--- src/hdl/lzw_ram.sv ---
// Generic single-write, single-read RAM with a registered read port.
// No dependencies.
`default_nettype none
module lzw_ram #(
    parameter int WIDTH = 8,
    parameter int DEPTH = 256
) (
    input  wire logic                     aclk,
    input  wire logic                     we,
    input  wire logic [$clog2(DEPTH)-1:0] waddr,
    input  wire logic [WIDTH-1:0]         wdata,
    input  wire logic                     re,
    input  wire logic [$clog2(DEPTH)-1:0] raddr,
    output logic      [WIDTH-1:0]         rdata
);
    logic [WIDTH-1:0] mem [DEPTH];

    // write, then registered read
    always_ff @(posedge aclk) begin
        if (we) begin
            mem[waddr] <= wdata;
        end
        if (re) begin
            rdata <= mem[raddr];
        end
    end
endmodule
`default_nettype wire

--- config.mk ---
export PLATFORM = sky130hd
export DESIGN_NAME = lzw_ram
export DESIGN_NICKNAME = d
export VERILOG_FILES = /design/src/hdl/lzw_ram.sv
export SDC_FILE = /design/constraint.sdc
export NUM_CORES = 2
export LEC_CHECK = 0
export ABC_CLOCK_PERIOD_IN_PS = 8600
export BUFFER_PORTS_ARGS = -buffer_cell sky130_fd_sc_hd__buf_2
export CAP_MARGIN = 20
export CORE_AREA = 5 5 427 429
export CTS_BUF_LIST = sky130_fd_sc_hd__clkbuf_16
export CTS_CLUSTER_SIZE = 10
export DETAILED_ROUTE_END_ITERATION = 16
export DIE_AREA = 0 0 432 434
export PLACE_DENSITY = 0.58
export REMOVE_ABC_BUFFERS = 1
export SLEW_MARGIN = 10
export SYNTH_ARGS = -nofsm -noshare
export SYNTH_HDL_FRONTEND = slang
export SYNTH_SLANG_ARGS = --single-unit
--- constraint.sdc ---
create_clock -name aclk -period 8.6 [get_ports aclk]
set_input_delay 2.15 -clock aclk [delete_from_list [all_inputs] [get_ports aclk]]
set_output_delay 2.15 -clock aclk [all_outputs]
set_load 0.05 [all_outputs]
== Word-level counts from Yosys, hierarchy flattened ==
Memory sizes are Yosys's and may differ from the RTL's. A register that Yosys moved wholly into a read port is not among the register bits.
Index checks and enable logic that the tools add are counted.

* Multiplexer cells: 2

{| class="wikitable"
|+ Operator list
! operator !! count
|-
| $mux W1 || 2
|}

* Bits in writable memories: 2048
* Memories kept: 1
* Bits in registers: 0
* Output and inout bits: 8
* Word-level logic and storage cells: 3
* Input port bits: 27

{| class="wikitable"
|+ Memories
! memory !! words !! width !! read ports !! clocked after memory_dff !! wr ports !! line !! RTL
|-
| mem || 256 || 8 || 1 || 1 || 1 || 16 || <nowiki>logic [WIDTH-1:0] mem [DEPTH];</nowiki>
|}

== Longest topological paths before layout ==
* Word-level depth: 2
* Depth in mapped cells: 11
* Depth with buffers taken out: 6

== Least setup slack after synthesis ==
No wires, ideal clock.

* Path type: input port to flip-flop
* Start point: input port raddr[0]
* End point: register rdata[2], read port of mem, data pin
* Data arrival time: 3957 ps
* Setup time: 269 ps
* Stages on the path: 9
* Slack: 4374 ps
* Required time: 8331 ps
* Cells stage by stage: buf_6 buf_12 buf_8 buf_2 mux4_2 a22oi_1 a21oi_1 nor4_1 nor4_2

{| class="wikitable"
|+ RTL lines
! element !! line !! RTL
|-
| start, declared || 13 || <nowiki>input wire logic [$clog2(DEPTH)-1:0] raddr,</nowiki>
|-
| end, declared || 14 || <nowiki>output logic [WIDTH-1:0] rdata</nowiki>
|}

==> results.toml <==
[yosys]
yosys.area_share.simple_pct = 2.63
synth_compound_area_share_pct = 3.42
synthXorXnorAreaFrac_pct = 0
syn_area_mm2 = 0.0796
avgSynthCellArea_um2 = 21.3
ys_types = 54
synthAdderAreaFrac_pct = 0
yosysMostFrequentCell = "edfxtp_1"
synthTopCellsByArea = "edfxtp_1 (78%), mux4_2 (13%), mux2i_1 (1.7%)"
synthMuxAreaShare_pct = 14.6
yosysWarnings = 0
synth_top_family_by_area = "multiplexers"
synth_top_cell_by_area = "edfxtp_1"
ys_ff_latch = 2056
netlist_top_cells_count = "edfxtp_1 (2056), mux4_2 (454), nor2_1 (282)"
synth_edf_count = 2056
synthCells = 3733
yosysSeqAreaShare_pct = 77.5
synthArstFlopShare_pct = 0
yosysTopAreaCellShare_pct = 77.5
ys.flop_type = "edfxtp_1"

[power_and_ir_drop]
power_density_mw_per_mm2 = 230
clockPowerShare_pct = 40.5
combPwrFrac_pct = 4.9
p_sw_mw = 4.27
ir_drop_v = 0.000179
finalPower_mw = 20.3
p_int_mw = 16.0
pwr-share-seq_pct = 54.6
p_sw_share_pct = 21.0
p_leak_nw = 26.9

[clocking]
cts_tree = "done"
cts_max_level = 4
cts_buffers = 225
post_cts_buffers = 0
hold_buffers = 0
clk_latency_ns = 0.85
clock-sinks = 2056
ctsRootBufferMaster = "clkbuf_16"
cts_buffer_depth = 3
cts_resized = 0
cts.clk_slew.worst_paths_ns = 0.06

[route]
detail_route.first_pass.iterations = 5
wl_met2_mm = 97.8
wl_met1_mm = 83.6
drt_iter0_drc = 4052
vias = 38400
wl_per_cell_um = 32.1
wl_mm = 201
drc_errors = 0
via_per_inst = 6.14
drtAntennaViolNets = 0
wl_met3_mm = 13.8
dr.max_layer_used = "met5"

[floorplan]
dieArea_mm2 = 0.187
die_h_um = 434
core-area_mm2 = 0.178
dieWidth_um = 432
io_pins = 35
placementRows = 155
start_util_pct = 44.8

[final_layout]
instances_no_fill = 6247
layout.nets = 3888
n_fill_cell = 14100
area.growth.synth_to_final_pct = 10.9
drive_above_1_share_pct = 22.0

[sta]
tightest_slew_ns = 1.13
finalCritPeriodShare_pct = 59.7
setup_viol = 0
finalClockSkew_ns = 0.0382
hold_viol = 0
period_minus_slack_ns = 5.14
finalSetupTns_ns = 0
hold_ws_ns = 1.12
slew_headroom_pct = 24.8
grt_setup_unrepaired = "false"
fmax_mhz = 195
maxSlewViolCount = 0

[placed_design]
post-dp-hpwl_mm = 121
gp_congestion = 0.799
dp.cells = 5986
io_buffers = 34

[grt]
gr-total-overflow = 0
gr-usage-all-layers_pct = 21.4
antenna_found_initial = 6
grt_max_degree = 134
grt_pass1_vias = 38900
grt_pass1_wl_mm = 288

[run]
maxCapViolCount = 0

[hold_path]
hp-class = "register to register"
whs_endpoint = "rdata[3]"
worstHoldStart = "mem[40][3]"
whs_path_depth = 6

[setup_path]
critPathKind = "primary input to register"
critPathMaxFanout = 73
rrSetupSlack_ns = 5.75
worstPathRequired_ns = 9.15
critPathArrivalTime_ns = 5.68
cp-end-kind = "register"
cp-start-kind = "primary input"
rr_worst_depth = 5
worstReg2RegEnd = "rdata[7]"
reg2reg_from = "mem[51][7]"

[run_status]
status = "complete, no violations"
-- layer usage --
metal	track usage, %	vias to the layer above
met4	5.76	2
li1	-	15900
met1	30.4	20700
met5	0	-
met3	3.92	313
met2	34.6	1489
-- layout make-up --
class	instances	area [um^2]	share of cell area, %
inverters	2	7.51	0.00850
clock inverters	27	239	0.271
multi-input cells	1442	16500	18.7
repair buffers	134	1180	1.34
clock buffers	227	5680	6.43
diodes	4	10.0	0.0113
well taps	2355	2950	3.34
flip-flops and latches	2056	61700	69.9
-- kinds of logic (layout without fill, tap and decap cells) --
logic type	after synthesis	after routing
simple gates	466	466
compound gates	385	385
flops	2056	2056
buf+inv	235	390
other cells	0	4
mux	591	591
-- state kept, by name, summed over array words and instances (netlist names) --
name and flops:
mem 2048, rdata 8
-- critical path, cell delays in order --
cell       delay, ns
buf_8           0.42
buf_12          0.46
buf_12          0.33
mux4_2          0.37
mux4_2          0.49
nor2_1          0.11
a2111oi_0       0.10
nor3_1          0.78
nor4_2          0.11
-- stage by stage --
| stage | setup WS [ns] | util (%) | instance area, um^2 |
|---|---|---|---|
| final | 3.46 | 49.7 | 88300 |
| after global routing | 3.20 | 49.7 | 88300 |
| after CTS | 3.43 | 49.7 | 88300 |
| after detailed placement | 2.54 | 46.3 | 82400 |
| after global placement | 2.03 | 46.3 | 82300 |
| after floorplan | 3.96 | - | 78200 |
-- worst max path at each step --
stage | start | end | cells past startpoint
2_1_floorplan | raddr[2] | rdata[6] | 6
3_3_place_gp | raddr[0] | rdata[2] | 8
3_5_place_dp | raddr[0] | rdata[7] | 9
4_1_cts | raddr[0] | rdata[2] | 9
5_1_grt | raddr[0] | rdata[2] | 9
6_report | raddr[1] | rdata[2] | 9
-- cells in the final DEF (no fill, tap or decap), drive strengths merged, types with 12 or more instances in the layout --
cell type	n
clkbuf	227
mux2i	134
a211oi	16
a22oi	133
o22ai	28
nor4	27
nor3	22
o21ai	12
mux4	456
nor2	282
o221ai	47
nand2	33
a21oi	96
edfxtp	2056
inv	19
buf	134
nand3	34
nor2b	31
a221oi	14
-- power by group through the flow --
stage	clock, mW	sequential (mW)	combinational [mW]
2_1_floorplan	0	11.3	0.388
3_3_place_gp	0	11.3	0.994
3_5_place_dp	0	11.3	1.01
4_1_cts	8.38	11.1	1.01
5_1_grt	8.77	11.1	1.05
6_report	8.23	11.1	0.996
Power figures use the tool's default switching activity.
