`config.mk`:
```
export PLATFORM = sky130hd
export DESIGN_NAME = lzw_unpack
export DESIGN_NICKNAME = d
export VERILOG_FILES = /design/src/hdl/lzw_pkg.sv /design/src/hdl/lzw_unpack.sv
export SDC_FILE = /design/constraint.sdc
export NUM_CORES = 1
export LEC_CHECK = 0
export ABC_AREA = 1
export BUFFER_PORTS_ARGS = -buffer_cell sky130_fd_sc_hd__buf_2
export CAP_MARGIN = 20
export CORE_MARGIN = 2
export CORE_UTILIZATION = 61
export DETAILED_ROUTE_END_ITERATION = 8
export PLACE_DENSITY = 0.8
export SLEW_MARGIN = 40
export SYNTH_ARGS = -nofsm -noshare
export SYNTH_HDL_FRONTEND = slang
export SYNTH_SLANG_ARGS = --single-unit
```
`constraint.sdc`:
```
create_clock -name aclk -period 2.9 [get_ports aclk]
set_input_delay 0.145 -clock aclk [delete_from_list [all_inputs] [get_ports aclk]]
set_output_delay 0.145 -clock aclk [all_outputs]
set_load 0.02 [all_outputs]
```
`src/hdl/lzw_pkg.sv`:
```
// Shared constants for the LZW stream decoder.
// No dependencies; used by lzw_stream_decoder, lzw_unpack and the testbench.
`default_nettype none
package lzw_pkg;
    // parameter defaults
    localparam int TABLE_ENTRIES_DEF    = 512;
    localparam int BYTES_PER_RESULT_DEF = 8;

    // code space
    localparam int LITERALS   = 256;
    localparam int MIN_WIDTH  = 9;

    // configuration register indexes
    localparam logic [1:0] REG_WIDEN = 2'd0;
    localparam logic [1:0] REG_CLEAR = 2'd1;
    localparam logic [1:0] REG_FIRST = 2'd2;

    // configuration reset values
    localparam logic [11:0] WIDEN_RST = 12'd256;
    localparam logic [11:0] CLEAR_RST = 12'd257;
    localparam logic [11:0] FIRST_RST = 12'd258;
endpackage
`default_nettype wire

```
`src/hdl/lzw_unpack.sv`:
```
// Bit gatherer: collects bytes LSB first and cuts codes of the current width.
// Uses lzw_pkg.
`default_nettype none
module lzw_unpack #(
    parameter int TABLE_ENTRIES = lzw_pkg::TABLE_ENTRIES_DEF
) (
    input  wire logic                             aclk,
    input  wire logic                             aresetn,
    input  wire logic                             accept,
    input  wire logic                             start,
    input  wire logic [7:0]                       data_byte,
    input  wire logic [3:0]                       width,
    output logic                                  code_ready,
    output logic      [$clog2(TABLE_ENTRIES)-1:0] code
);
    localparam int CW     = $clog2(TABLE_ENTRIES);
    localparam int BUF_W  = CW + 8;
    localparam int HELD_W = $clog2(BUF_W + 1);

    logic [BUF_W-1:0]  buf_reg, buf_next, base_buf, new_buf, mask;
    logic [HELD_W-1:0] held_reg, held_next, base_held, new_held;

    // merge the incoming byte above the held bits
    always_comb begin
        base_buf   = start ? '0 : buf_reg;
        base_held  = start ? '0 : held_reg;
        new_buf    = base_buf | (BUF_W'(data_byte) << base_held);
        new_held   = base_held + HELD_W'(8);
        mask       = ~({BUF_W{1'b1}} << width);
        code_ready = accept && (new_held >= HELD_W'(width));
        buf_next   = buf_reg;
        held_next  = held_reg;
        if (accept) begin
            if (code_ready) begin
                buf_next  = new_buf >> width;
                held_next = new_held - HELD_W'(width);
            end else begin
                buf_next  = new_buf;
                held_next = new_held;
            end
        end
    end

    always_ff @(posedge aclk) begin
        if (!aresetn) begin
            buf_reg  <= '0;
            held_reg <= '0;
        end else begin
            buf_reg  <= buf_next;
            held_reg <= held_next;
        end
        // hold the cut code for the decode step
        if (code_ready) begin
            code <= CW'(new_buf & mask);
        end
    end
endmodule
`default_nettype wire

```
-- Yosys cells after proc, flatten, opt, wreduce, memory -nomap -nowiden
Index checks and enable logic that the tools add are counted.
Widths: inputs -> output; s select.
- add/sub/neg operators: 2
- $mul: 0
- div/mod/pow operators: 0
- $lt $le $gt $ge: 1
- eq/ne operators: 0
- shifts and indexed selects: 3
- muxes and demuxes: 4
- bitwise operators: 3
- reduce and logical (&&, ||, !) cells: 1
- operator list (kind ; number):
    $mux 17 ; 2
    $or 17x17->17 ; 1
    $shl 17x4->9 const A ; 1
    $shl 8x5->17 ; 1
    $shr 17x4->17 ; 1
    $mux 5 ; 2
    $and 9x9->9 ; 1
    $not 9->9 ; 1
    $add 5x4->5 const B ; 1
    $ge 5x4->1 ; 1
    $sub 5x4->5 ; 1
    $logic_and 1x1->1 ; 1
- register bits after elaboration: 31
- bits in latches: 0
- RAM bits: 0
- ROM bits: 0
- bits of input ports: 16
- output and inout port bits: 10
- word-level logic and storage cells: 17
- memories: 0

-- Longest topological paths before layout
- depth in word-level cells: 5
- depth in mapped cells: 17
- gate-level depth less buffers: 16

-- Worst setup path before layout
Ideal clock, no wire load.
- path kind: register to register
- from: reg held_reg[3]
- to: reg buf_reg[3]
- setup time: 133 ps
- arrival time: 2083 ps
- slack: 683 ps
- cell stages (with the launch flop): 17
- buffers on the path: 1
- clock period less this slack: 2217 ps
- cells stage by stage: dfxtp_1 > inv_1 > nor2_2 > inv_1 > ha_1 > nand3_1 > nor2_1 > nor3_2 > nand2_2 > nand2_4 > inv_2 > buf_6 > nand3_1 > a21oi_1 > nand2_1 > nand2_1 > a21oi_2
- longest elaborated chain between the ends: 5
- elaborated cells on any way between the ends: 8
- ends and longest elaborated chain (what ; line ; text):
    start, declared ; lzw_unpack.sv:21 ; logic [HELD_W-1:0] held_reg, held_next, base_held, new_held;
    start signal, assigned ; lzw_unpack.sv:50 ; held_reg <= held_next;
    $mux 5 ; lzw_unpack.sv:26 ; base_held = start ? '0 : held_reg;
    $add 5x4->5 ; lzw_unpack.sv:28 ; new_held = base_held + HELD_W'(8);
    $ge 5x4->1 ; lzw_unpack.sv:30 ; code_ready = accept && (new_held >= HELD_W'(width));
    $logic_and 1x1->1 ; lzw_unpack.sv:30 ;
    named net code_ready ; lzw_unpack.sv:13 ; output logic code_ready,
    $mux 17 ; lzw_unpack.sv:34 ; if (code_ready) begin
    end signal, assigned ; lzw_unpack.sv:49 ; buf_reg <= buf_next;
    end, declared ; lzw_unpack.sv:20 ; logic [BUF_W-1:0] buf_reg, buf_next, base_buf, new_buf, mask;
The timed path passes the listed nets, and every way through them passes these cells.
A chain may end at the register's enable or synchronous reset.

-- Final worst setup path
- from: reg held_reg[1]
- to: out code_ready
- longest elaborated chain between the ends: 4
- ends and longest elaborated chain (what ; line):
    $mux 5 ; lzw_unpack.sv:26
    $add 5x4->5 ; lzw_unpack.sv:28
    $ge 5x4->1 ; lzw_unpack.sv:30
    $logic_and 1x1->1 ; lzw_unpack.sv:30
    end, declared ; lzw_unpack.sv:13
Every way passes these cells.

==> results.md <==
* R2r setup slk at 0.50 ns
* Peak VDD IR at 0.3292 mV
* WL final at 9762 um
* Nets@finish at 521
* Syn_nets at 505
* Gr usage total at 37.37%
* Initial antenna violation count at 0
* Largest net degree at the start of global routing at 28
* Cell count after synthesis at 485
* Ys Warns at 0
* Comb pwr share at 42.2%
* Inst Count DP at 561
* Max_cap viols at 0
* Post-route insts no fill at 569
* Synth area leaders: nand3_1 21%, nand2_1 16%, dfxtp_1 15%
* Pwr dens at 460.5 nW/um^2
* Final-report setup violation count at 0
* Area Overhead vs Synth at 6.970%
* Via/cell ratio at 6.360
* Synth Register Bits at 31
* Die Y at 74.11 um
* R2r endpoint: buf_reg[3]
* Critical path arrival at 2.31 ns
* Clock buffer depth at 2
* Cts hold-fix bufs at 0
* Width of the chip at 74.11 um
* Commonest non-fill, non-tap cell in the layout: nand2_1
* Hold depth at 3
* HP Start: aresetn
* Input/output buffers at 25
* Seq/Total Area, Yosys at 23.71%
* Net switching fraction of the power at 42.25%
* Slew HR at 60.72%
* PostCTS Resize Cnt at 0
* Post-route clock skew at 0.01195 ns
* I/O pin count at 26
* Min-delay worst type: in -> reg
* Vias in the first global route at 3224
* Total leakage power at 0.001551 uW
* 1st-iter DRT viols at 460
* RR Startpoint: held_reg[1]
* M1 GR Usage at 51.45%
* Syn Std Cell Area at 2998 sq um
* Run status: complete, no violations
* Placer Congestion at 1.076
* Yosys top cell area share at 20.70%
* Setup Fix Bufs, Post-CTS at 0
* Flop pwr share at 35.5%
* Max Freq at 407.9 MHz
* DIE AREA at 5492 sq um
* Synth unique cells at 42
* Pin slew with the least headroom to its limit at 0.5886 ns
* Met3 usage at 10.57%
* Cell-internal power at 852.8 uW
* Type of origin of the critical path: register
* R2R cell count at 15
* Drc violations at 0
* Core area at 4723 sq um
* Worst Hold End: held_reg[3]
* Setup TNS Final at 0 ns
* Finished Core Util at 67.89%
* Rows at 25
* Critical path fanouts, max at 21
* H-tree depth at 2
* Average cell area after synthesis at 6.181 sq um
* ANT cells at 0
* Critical Path RT at 2.76 ns
* TritonCTS clock tree: yes
* Post-DP HPWL at 7296 um
* Grt ovf at 0
* Clock share of power at 22.3%
* ANT nets after route at 0
* Minimum clock period at 2.452 ns
* Fin crit share at 84.55%
* First-pass DRT Iterations at 5
* Wire per inst at 17.16 um
* CTS sink count at 31
* Most frequent cells in the layout: 128 x nand2_1, 124 x nand3_1, 39 x a21oi_1, 33 x inv_1, 25 x buf_2
* Most used routing layer: met2
* Final hold vios at 0
* Max reg flops at 17
* Root Driver: clkbuf_8
* Worst Setup End Kind: output pin
* M2 GR Usage at 55.06%
* Pins Over Slew Limit at 0
* Clk slew on worst S/H paths at 0.07 ns
* First-pass GRT wire length at 15660 um
* Initial core utilization at 63.47%
* Share of layout cells above drive strength 1 at 15.94%
* Cell taking the most area after synthesis: nand3_1
* TritonCTS buffer count at 5
* RSZ-0062 raised after global routing: no
* Critical path type: reg -> out
* Vias at 3619
* Psw at 624.0 uW
* Worst skew pair latency at 0.28 ns
-- worst max-delay path: stages, from the launching register on --
cell and delay (ns):
dfxtp_1 0.45, nand2_8 0.13, inv_4 0.21, nand2_2 0.10
nand2_1 0.07, nand3_1 0.06, nand2_1 0.08, nand2_1 0.08
nand2_2 0.13, nand2_4 0.11, inv_2 0.35, buf_2 0.25
-- metrics by stage --
stage	power (uW)	setup WS (ns)	instance area, sq um	hold slack, ns
2_1_floorplan	980.5	0.6831	2998	0.2837
3_3_place_gp	1130	0.4507	3126	0.4565
3_5_place_dp	1131	0.3389	3126	0.4664
4_1_cts	1452	0.4973	3207	0.2212
5_1_grt	1562	0.2901	3207	0.2479
6_report	1477	0.4481	3207	0.2287
-- logic make-up after synthesis --
| group | synth area share [%] |
|---|---|
| and+or+nand+nor | 50.50 |
| AOI/OAI and AO/OA | 14.19 |
| buffers and inverters | 9.641 |
| DFF | 23.71 |
| adders and majority gates | 1.670 |
| xor gates and xnor gates | 0.2922 |
-- synthesized netlist by cell type, drive strengths merged --
cell type,instances
a21oi,42
a21boi,1
o221ai,2
nand4,6
ha,4
clkbuf,11
and2,2
nor2,27
dfxtp,22
nand2,141
clkinv,1
a221oi,2
nor3,2
nand3,132
or2,2
o21ai,21
o21a,1
a22oi,2
o22ai,1
o211ai,2
inv,39
buf,12
edfxtp,9
xor2,1
-- worst max path at each step --
stage                           start         end  slack (ns)
after floorplan           held_reg[3]  buf_reg[3]        0.68
after global placement          start  buf_reg[3]        0.45
after global routing      held_reg[3]  buf_reg[3]        0.29
final                     held_reg[1]  code_ready        0.45
after CTS                 held_reg[1]  code_ready        0.50
after detailed placement        start  buf_reg[3]        0.34
-- cell type report --
cell class	count	area (sq um)
fill	438	1516
inverter	40	155.1
clock buffer	6	72.57
multi-input combinational	391	1998
timing repair buffer	32	177.7
sequential	31	710.7
tap	67	83.83
clock inverter	2	8.758
-- power by group through the flow --
stage	registers (uW)	clock network, uW	logic, uW
after global placement	532	0	597
final	524	330	623
after detailed placement	533	0	598
after floorplan	547	0	433
after global routing	528	347	687
after CTS	524	326	602
-- routing by layer --
layer | vias up | wire length, um
met5 | - | 0
met4 | 0 | 357
met3 | 45 | 1296
met2 | 284 | 4137
met1 | 1597 | 3970
li1 | 1693 | -
No activity file was read; power rests on OpenSTA's default activity.
